[src/rtl/lifo_stack_with_peek_defines.svh]
// Assertion macros used by the top-level file to check its own logic.
`ifndef LIFO_STACK_WITH_PEEK_DEFINES_SVH
`define LIFO_STACK_WITH_PEEK_DEFINES_SVH

// Same-cycle implication, sampled on clk and off while rst is high.
`define LSP_ASSERT_NOW(lbl, ante, cons, msg) \
  lbl: assert property (@(posedge clk) disable iff (rst) (ante) |-> (cons)) else $error(msg);

// Next-cycle implication, sampled on clk and off while rst is high.
`define LSP_ASSERT_NEXT(lbl, ante, cons, msg) \
  lbl: assert property (@(posedge clk) disable iff (rst) (ante) |=> (cons)) else $error(msg);

`endif

[src/rtl/lsp_pkg.sv]
package lsp_pkg;

  localparam int DEPTH_DEF     = 16;
  localparam int WORD_BITS_DEF = 32;

  localparam int ACT_BITS = 2;
  localparam int POS_BITS = 5;
  localparam int CAP_BITS = 5;
  localparam int ST_BITS  = 2;

  // Largest limit the capacity register can express.
  localparam int CAP_MAX = (1 << CAP_BITS) - 1;

  localparam logic [CAP_BITS-1:0] CAP_RESET = CAP_BITS'(10);

  typedef enum logic [ACT_BITS-1:0] {
    ACT_PUSH = 2'd0,
    ACT_POP  = 2'd1,
    ACT_PEEK = 2'd2,
    ACT_DUMP = 2'd3
  } action_t;

  typedef enum logic [ST_BITS-1:0] {
    ST_OK     = 2'd0,
    ST_OVER   = 2'd1,
    ST_UNDER  = 2'd2,
    ST_BADPOS = 2'd3
  } status_t;

  // Move applied to every cell of the row in the same cycle.
  typedef enum logic [1:0] {
    OP_HOLD   = 2'd0,
    OP_PUSH   = 2'd1,
    OP_POP    = 2'd2,
    OP_ROTATE = 2'd3
  } cell_op_t;

  typedef struct packed {
    cell_op_t op;
    logic     tail;
  } cell_ctrl_t;

endpackage

[src/rtl/lsp_cell.sv]
module lsp_cell
  import lsp_pkg::*;
#(
  parameter int WORD_BITS = WORD_BITS_DEF
) (
  input  logic                 clk,
  input  cell_ctrl_t           ctrl,
  input  logic [WORD_BITS-1:0] from_above,
  input  logic [WORD_BITS-1:0] from_below,
  input  logic [WORD_BITS-1:0] from_top,
  output logic [WORD_BITS-1:0] word
);

  logic [WORD_BITS-1:0] word_next;

  // A push moves words down, a pop moves them up, and a rotation moves them
  // up while the tail cell picks up the old top word.
  always_comb begin
    unique case (ctrl.op)
      OP_PUSH:   word_next = from_above;
      OP_POP:    word_next = from_below;
      OP_ROTATE: word_next = ctrl.tail ? from_top : from_below;
      default:   word_next = word;
    endcase
  end

  always_ff @(posedge clk) begin
    word <= word_next;
  end

endmodule

[src/rtl/lsp_chain.sv]
module lsp_chain
  import lsp_pkg::*;
#(
  parameter int CELLS     = DEPTH_DEF,
  parameter int WORD_BITS = WORD_BITS_DEF,
  localparam int CIDX     = $clog2(CELLS)
) (
  input  logic                 clk,
  input  cell_op_t             op,
  input  logic [WORD_BITS-1:0] push_word,
  input  logic [CIDX-1:0]      tail_idx,
  input  logic [CIDX-1:0]      rd_idx,
  output logic [WORD_BITS-1:0] top_word,
  output logic [WORD_BITS-1:0] rd_word
);

  logic [WORD_BITS-1:0] words [CELLS];

  // Cell zero holds the top of the stack.
  for (genvar i = 0; i < CELLS; i++) begin : g_cell
    cell_ctrl_t           ctrl;
    logic [WORD_BITS-1:0] above;
    logic [WORD_BITS-1:0] below;

    assign ctrl.op   = op;
    assign ctrl.tail = (CIDX'(i) == tail_idx);

    if (i == 0) begin : g_first
      assign above = push_word;
    end else begin : g_inner
      assign above = words[i-1];
    end

    if (i == CELLS - 1) begin : g_last
      assign below = words[i];
    end else begin : g_upper
      assign below = words[i+1];
    end

    lsp_cell #(
      .WORD_BITS(WORD_BITS)
    ) u_cell (
      .clk       (clk),
      .ctrl      (ctrl),
      .from_above(above),
      .from_below(below),
      .from_top  (words[0]),
      .word      (words[i])
    );
  end

  assign top_word = words[0];
  assign rd_word  = words[rd_idx];

endmodule

[src/rtl/lifo_stack_with_peek.sv]
// Bounded LIFO of signed words kept in a row of shift cells, cell zero being
// the top. Each input word carries an action in s_axis_tuser: push stores the
// value unless the count has reached the capacity limit (overflow), pop
// returns the top word (underflow and -1 on an empty stack), peek returns the
// word at a position counted from the top where 1 is the top (0 or a position
// beyond the count is rejected), and dump returns every stored word from top
// to bottom with tlast on the bottom one. Push, pop and peek are taken one
// per clock and give one result word each, so they sustain one word per
// cycle while m_axis_tready stays high. During a dump the row of cells
// rotates once per cycle while the output stage is free: the top word goes
// out and comes back in at the tail, so the stack is unchanged when the
// dump ends; no further input is taken until its last word has been loaded
// for output. A single registered output stage sits between the stack and
// m_axis. It frees in the same cycle its word is read, but while that word
// waits on m_axis_tready no input is taken and a dump does not advance. At
// most min(DEPTH, 31) words are ever stored, since the 5-bit capacity_limit
// bounds the count, and the row has that many cells. The user must write the
// limit through cfg_we/cfg_wdata only while the block is idle; the block
// does not enforce this itself. The limit resets to 10.
module lifo_stack_with_peek
  import lsp_pkg::*;
#(
  parameter int DEPTH     = DEPTH_DEF,
  parameter int WORD_BITS = WORD_BITS_DEF,
  localparam int IN_W     = ((WORD_BITS + POS_BITS + 7) / 8) * 8,
  localparam int OUT_W    = ((WORD_BITS + 7) / 8) * 8
) (
  input  logic                clk,
  input  logic                rst,
  input  logic                cfg_we,
  input  logic [CAP_BITS-1:0] cfg_wdata,     // capacity_limit
  input  logic                s_axis_tvalid,
  output logic                s_axis_tready,
  input  logic [IN_W-1:0]     s_axis_tdata,  // push_value, peek_position, zero pad
  input  logic [ACT_BITS-1:0] s_axis_tuser,  // action
  output logic                m_axis_tvalid,
  input  logic                m_axis_tready,
  output logic [OUT_W-1:0]    m_axis_tdata,  // read_word, zero pad
  output logic [ST_BITS-1:0]  m_axis_tuser,  // status
  output logic                m_axis_tlast   // last_of_run
);

`include "lifo_stack_with_peek_defines.svh"

  localparam int CELLS = (DEPTH < CAP_MAX) ? DEPTH : CAP_MAX;
  localparam int CIDX  = $clog2(CELLS);
  localparam int CNT_W = $clog2(CELLS + 1);

  localparam logic [CNT_W-1:0]     CNT_FULL = CNT_W'(CELLS);
  localparam logic [CNT_W-1:0]     CNT_ONE  = CNT_W'(1);
  localparam logic [WORD_BITS-1:0] ERR_WORD = '1;

  // Input fields.
  action_t              action;
  logic [WORD_BITS-1:0] push_value;
  logic [POS_BITS-1:0]  peek_position;

  assign action        = action_t'(s_axis_tuser);
  assign push_value    = s_axis_tdata[WORD_BITS-1:0];
  assign peek_position = s_axis_tdata[WORD_BITS+POS_BITS-1:WORD_BITS];

  // Control state.
  logic [CAP_BITS-1:0] capacity_limit;
  logic [CNT_W-1:0]    count;
  logic [CNT_W-1:0]    count_next;
  logic                dumping;
  logic                dumping_next;
  logic [CNT_W-1:0]    remain;
  logic [CNT_W-1:0]    remain_next;

  // Output stage.
  logic [WORD_BITS-1:0] read_word;
  status_t              status;
  logic                 last_of_run;
  logic                 load_out;
  logic [WORD_BITS-1:0] res_word;
  status_t              res_status;
  logic                 res_last;

  // Chain interface.
  cell_op_t             op;
  logic [WORD_BITS-1:0] top_word;
  logic [WORD_BITS-1:0] rd_word;
  logic [CIDX-1:0]      tail_idx;
  logic [CIDX-1:0]      rd_idx;
  logic [POS_BITS-1:0]  pos_m1;

  logic can_emit;
  logic accept;
  logic full;
  logic empty;
  logic bad_pos;

  assign can_emit      = !m_axis_tvalid || m_axis_tready;
  assign s_axis_tready = !dumping && can_emit;
  assign accept        = s_axis_tvalid && s_axis_tready;

  // The stack is full when the count meets either the register limit or the
  // number of cells; a limit lowered below the count simply blocks pushes.
  assign full    = (CAP_BITS'(count) >= capacity_limit) || (count == CNT_FULL);
  assign empty   = (count == '0);
  assign bad_pos = (peek_position == '0) || (peek_position > CAP_BITS'(count));

  // Position 1 is cell zero. Only used when the position is in range.
  assign pos_m1   = peek_position - POS_BITS'(1);
  assign rd_idx   = pos_m1[CIDX-1:0];
  assign tail_idx = CIDX'(count - CNT_ONE);

  always_comb begin
    op           = OP_HOLD;
    load_out     = 1'b0;
    res_word     = ERR_WORD;
    res_status   = ST_OK;
    res_last     = 1'b1;
    count_next   = count;
    dumping_next = dumping;
    remain_next  = remain;

    if (dumping) begin
      // Walk the rest of the stack, one word per free output slot.
      if (can_emit) begin
        op           = OP_ROTATE;
        load_out     = 1'b1;
        res_word     = top_word;
        res_last     = (remain == CNT_ONE);
        remain_next  = remain - CNT_ONE;
        dumping_next = (remain != CNT_ONE);
      end
    end else if (accept) begin
      load_out = 1'b1;
      unique case (action)
        ACT_PUSH: begin
          if (full) begin
            res_status = ST_OVER;
          end else begin
            op         = OP_PUSH;
            res_word   = '0;
            count_next = count + CNT_ONE;
          end
        end
        ACT_POP: begin
          if (empty) begin
            res_status = ST_UNDER;
          end else begin
            op         = OP_POP;
            res_word   = top_word;
            count_next = count - CNT_ONE;
          end
        end
        ACT_PEEK: begin
          if (bad_pos) begin
            res_status = ST_BADPOS;
          end else begin
            res_word = rd_word;
          end
        end
        ACT_DUMP: begin
          if (empty) begin
            res_status = ST_UNDER;
          end else begin
            // The top word goes out now; the rest follow while dumping.
            op           = OP_ROTATE;
            res_word     = top_word;
            res_last     = (count == CNT_ONE);
            remain_next  = count - CNT_ONE;
            dumping_next = (count != CNT_ONE);
          end
        end
        default: begin
          res_status = ST_UNDER;
        end
      endcase
    end
  end

  always_ff @(posedge clk) begin
    if (rst) begin
      capacity_limit <= CAP_RESET;
      count          <= '0;
      dumping        <= 1'b0;
      remain         <= '0;
      m_axis_tvalid  <= 1'b0;
    end else begin
      if (cfg_we) begin
        capacity_limit <= cfg_wdata;
      end
      count   <= count_next;
      dumping <= dumping_next;
      remain  <= remain_next;
      if (load_out) begin
        m_axis_tvalid <= 1'b1;
      end else if (m_axis_tready) begin
        m_axis_tvalid <= 1'b0;
      end
    end
  end

  // Result payload needs no reset.
  always_ff @(posedge clk) begin
    if (load_out) begin
      read_word   <= res_word;
      status      <= res_status;
      last_of_run <= res_last;
    end
  end

  lsp_chain #(
    .CELLS    (CELLS),
    .WORD_BITS(WORD_BITS)
  ) u_chain (
    .clk      (clk),
    .op       (op),
    .push_word(push_value),
    .tail_idx (tail_idx),
    .rd_idx   (rd_idx),
    .top_word (top_word),
    .rd_word  (rd_word)
  );

  assign m_axis_tdata = OUT_W'(read_word);
  assign m_axis_tuser = status;
  assign m_axis_tlast = last_of_run;

  // The stack never holds more words than there are cells.
  `LSP_ASSERT_NOW(a_count_bound, 1'b1, (count <= CNT_FULL), "stack count above cell count")

  // No new input is taken while a dump is walking the cells.
  `LSP_ASSERT_NOW(a_no_accept_in_dump, dumping, (!s_axis_tready), "input taken during dump")

  // A dump that sends its final word leaves the dump walk next cycle.
  `LSP_ASSERT_NEXT(a_dump_ends, (dumping && can_emit && (remain == CNT_ONE)), (!dumping), "dump did not end")

  // A successful push raises the count by exactly one.
  `LSP_ASSERT_NEXT(a_push_count, (accept && (action == ACT_PUSH) && !full), (count == ($past(count) + CNT_ONE)), "push count wrong")

endmodule
[config.mk]
export PLATFORM = sky130hd
export DESIGN_NAME = lifo_stack_with_peek
export DESIGN_NICKNAME = d
export VERILOG_FILES = /design/src/rtl/lsp_pkg.sv /design/src/rtl/lsp_cell.sv /design/src/rtl/lsp_chain.sv /design/src/rtl/lifo_stack_with_peek.sv
export VERILOG_INCLUDE_DIRS = /design/src /design/src/rtl
export SDC_FILE = /design/constraint.sdc
export NUM_CORES = 1
export LEC_CHECK = 0
export BUFFER_PORTS_ARGS = -buffer_cell sky130_fd_sc_hd__buf_2
export CORE_MARGIN = 1.5
export CORE_UTILIZATION = 43
export DETAILED_ROUTE_END_ITERATION = 8
export PLACE_DENSITY = 0.57
export SLEW_MARGIN = 20
export SYNTH_ARGS = -nofsm -noshare
export SYNTH_HDL_FRONTEND = slang
export SYNTH_SLANG_ARGS = --single-unit
[constraint.sdc]
create_clock -name clk -period 56 [get_ports clk]
set_input_delay 8.4 -clock clk [delete_from_list [all_inputs] [get_ports clk]]
set_output_delay 8.4 -clock clk [all_outputs]
set_load 0.01 [all_outputs]
==> out/summary.txt <==
outcome = finished, final reports clean
Clock Latency Late Sink = 600 ps
GRT Total Usage = 26.73%
VDD IR max = 23.31 uV
GRT Residual Overflow = 0
most common cell after layout, fill and taps aside = nand2_1
post-CTS setup buffers = 0
ys async rst share = 0%
R2R Path End = u_chain.g_cell[0].u_cell.word[22]
synth top area cells = edfxtp_1 (52%), mux4_2 (9.2%), a221o_1 (7.2%), nand2_1 (6.8%), a22oi_1 (4.6%)
Hold Path Depth = 2
Final Slew Violations = 0
drt total wl = 100,700 um
Finished Core Util = 47.93%
die extent in x = 273.1 um
mean post-synth cell area = 11.88 um2
Die Height = 273.1 um
diodes inserted = 0
largest net degree at the start of global routing = 105
DP Area = 32,360 um2
IO Count = 89
GP Congestion = 0.8201
largest family of logic cells by synthesized area = compound AO/OA/AOI/OAI gates
post-synthesis mux area share = 12.51%
routed len/inst = 28.27 um
Via density = 6.729
synthesis-to-layout area growth = 9.778%
Synth top area share = 52.35%
Main synth FF type = edfxtp_1
Cell Chain, Critical Path = buf_2 -> nor2b_1 -> nor2_1 -> buf_2
# clock sinks = 564
Site Rows = 98
via count = 23,960
Initial Util = 43.67%
internal reg-to-reg setup slack = 50,770 ps
GR Util met2 = 41.26%
H-tree Lvls = 3
Worst Setup Path Type = in2out
most used cell, CP = buf_2
CP Max Fanout = 7
dpl hpwl = 52,840 um
footprint of the multi-input gates = 13,360 um2
hold buffer count at CTS = 0
period utilisation layout = 31.58%
post-synth net total = 2,712
Worst setup EP type = output port
final hold violations = 0
worst reg2reg path depth = 9
CP arrival = 9280 ps
first-pass detailed-route iteration total = 6
worst r2r src = count[0]
I/O Buffers = 85
Hold Path Class = reg2reg
Tmin final = 17,680 ps
f_max = 0.05655 GHz
met3 Use GR = 4.288%
CP startpoint kind = primary input
remaining antenna violation count = 0
DRC violation count after routing = 0
XOR/XNOR Fraction of Synth Area = 0.2752%
final setup fails = 0
Synth Area in Simple Gates = 12.79%
Seq cells post-synth = 564
CTS resizes = 0
Leak Pwr = 0.01252 uW
DRT iter0 DRCs = 3,032
register area share after synthesis = 53.44%
antenna violations before repair = 0
Synth Area in Adders = 0.7577%
Compound-Gate Fraction of Synth Area = 15.51%
gr busiest metal = met2
CTS tree = yes
setup TNS = 0 ps
vias in the first global route = 23,670
min-delay src = remain[1]
slew margin rel. = 20.64%
Crit path required time = 47,600 ps
number of fill cells in the layout = 6,471
slowest stage delay, CP = 510 ps
Max Cap Viol = 0
global-route wire length before repair = 151,600 um
layout cells sized above 1 = 16.40%
commonest cells after routing, fill and taps aside = nand2_1 (568), edfxtp_1 (547), a221o_1 (225)
Worst Hold Endpoint = remain[1]
number of synthesized flops with an enable pin = 547
core footprint = 71,850 um2
Power per Cell Area = 36.41 nW/um2
slew at the pin closest to its max-slew limit = 1190 ps
NumNets Final = 2,636
Clock Tree Root = clkbuf_16
clk slew on worst S/H paths = 60 ps
synth warn = 0
clk_skew = 14.36 ps
cell area after synthesis = 31,380 um2
Reg area = 16,770 um2
Syn Inst Count = 2,641
Clock Tree Buf Depth = 3
fin area = 34,440 um2
RSZ-0062 raised after global routing = false
routing usage on met1 = 38.04%
library cells used by synthesis = 61
crit path max-delay cell type = nor2b_1
DIE AREA = 74,590 um2
CTS Buf Count = 67
Yosys top cell by area = edfxtp_1
## metal layers
layer / share of wire, % / vias to the layer above / wire, um
li1: - / 10090 / -
met1: 42 / 12220 / 41970
met2: 46 / 1444 / 45900
met3: 9.4 / 202 / 9460
met4: 3.3 / 0 / 3320
met5: 0 / - / 0
## state kept, by name, summed over array words and instances, names as in the netlist
signal	cells
m_axis_tdata	32
dumping	1
remain	5
count	5
capacity_limit	5
m_axis_tvalid	1
m_axis_tuser	2
u_chain.g_cell.u_cell.word	512
m_axis_tlast	1
## power by group
| group | internal [uW] | switching (uW) | leakage, uW |
|---|---|---|---|
| logic | 100 | 140 | 0.00631 |
| registers | 542 | 45.8 | 0.00519 |
| clock network | 250 | 176 | 0.00102 |
| total | 893 | 361 | 0.0125 |
## stage by stage
step | power, uW | worst slack, ps | hold slack, ps | instances
2_1_floorplan | 791.9 | 24580 | 445.0 | 2641
3_3_place_gp | 822.6 | 38330 | 459.8 | 3446
3_5_place_dp | 831.1 | 38310 | 482.3 | 3446
4_1_cts | 1258 | 38310 | 489.2 | 3560
5_1_grt | 1302 | 38250 | 511.7 | 3560
6_report | 1254 | 38320 | 485.1 | 3560
## worst max path at each step
stage	startpoint	depth (start not counted)	endpoint
final	m_axis_tready	4	s_axis_tready
after CTS	m_axis_tready	4	s_axis_tready
after global routing	m_axis_tready	4	s_axis_tready
after floorplan	s_axis_tuser[1]	7	u_chain.g_cell[0].u_cell.word[0]
after detailed placement	m_axis_tready	4	s_axis_tready
after global placement	m_axis_tready	4	s_axis_tready
## worst max-delay path: cells and delay by family
family        cells  cell delay (ps)
buf+inv           2              280
simple gates      2              610
## area by class of cell
class                      count  area share (%)
clock buffer                  94           5.652
clock inverter                20          0.3923
inverter                      48          0.5231
multi-input combinational   1742           38.79
sequential                   564           48.68
tap                          950           3.451
timing repair buffer         142           2.514
## cell usage after synthesis (all sizes together) (3+ instances only)
| cell type | number |
|---|---|
| a211oi | 3 |
| a21boi | 3 |
| a21o | 3 |
| a21oi | 18 |
| a221o | 225 |
| a22oi | 193 |
| a31oi | 5 |
| and3 | 103 |
| buf | 139 |
| clkbuf | 148 |
| dfxtp | 17 |
| edfxtp | 547 |
| ha | 19 |
| inv | 48 |
| mux2 | 32 |
| mux2i | 68 |
| mux4 | 128 |
| nand2 | 568 |
| nand2b | 5 |
| nand3 | 10 |
| nor2 | 38 |
| nor2b | 132 |
| nor3 | 6 |
| o21ai | 46 |
| o22ai | 98 |
| or4 | 4 |
| xnor2 | 9 |
## cell families after synthesis
logic type	Yosys count
mux	228
buf+inv	335
compound gates	606
simple gates	880
fa+ha+maj	19
xor+xnor	9
flops	564
No activity file was read; power rests on OpenSTA's default activity.
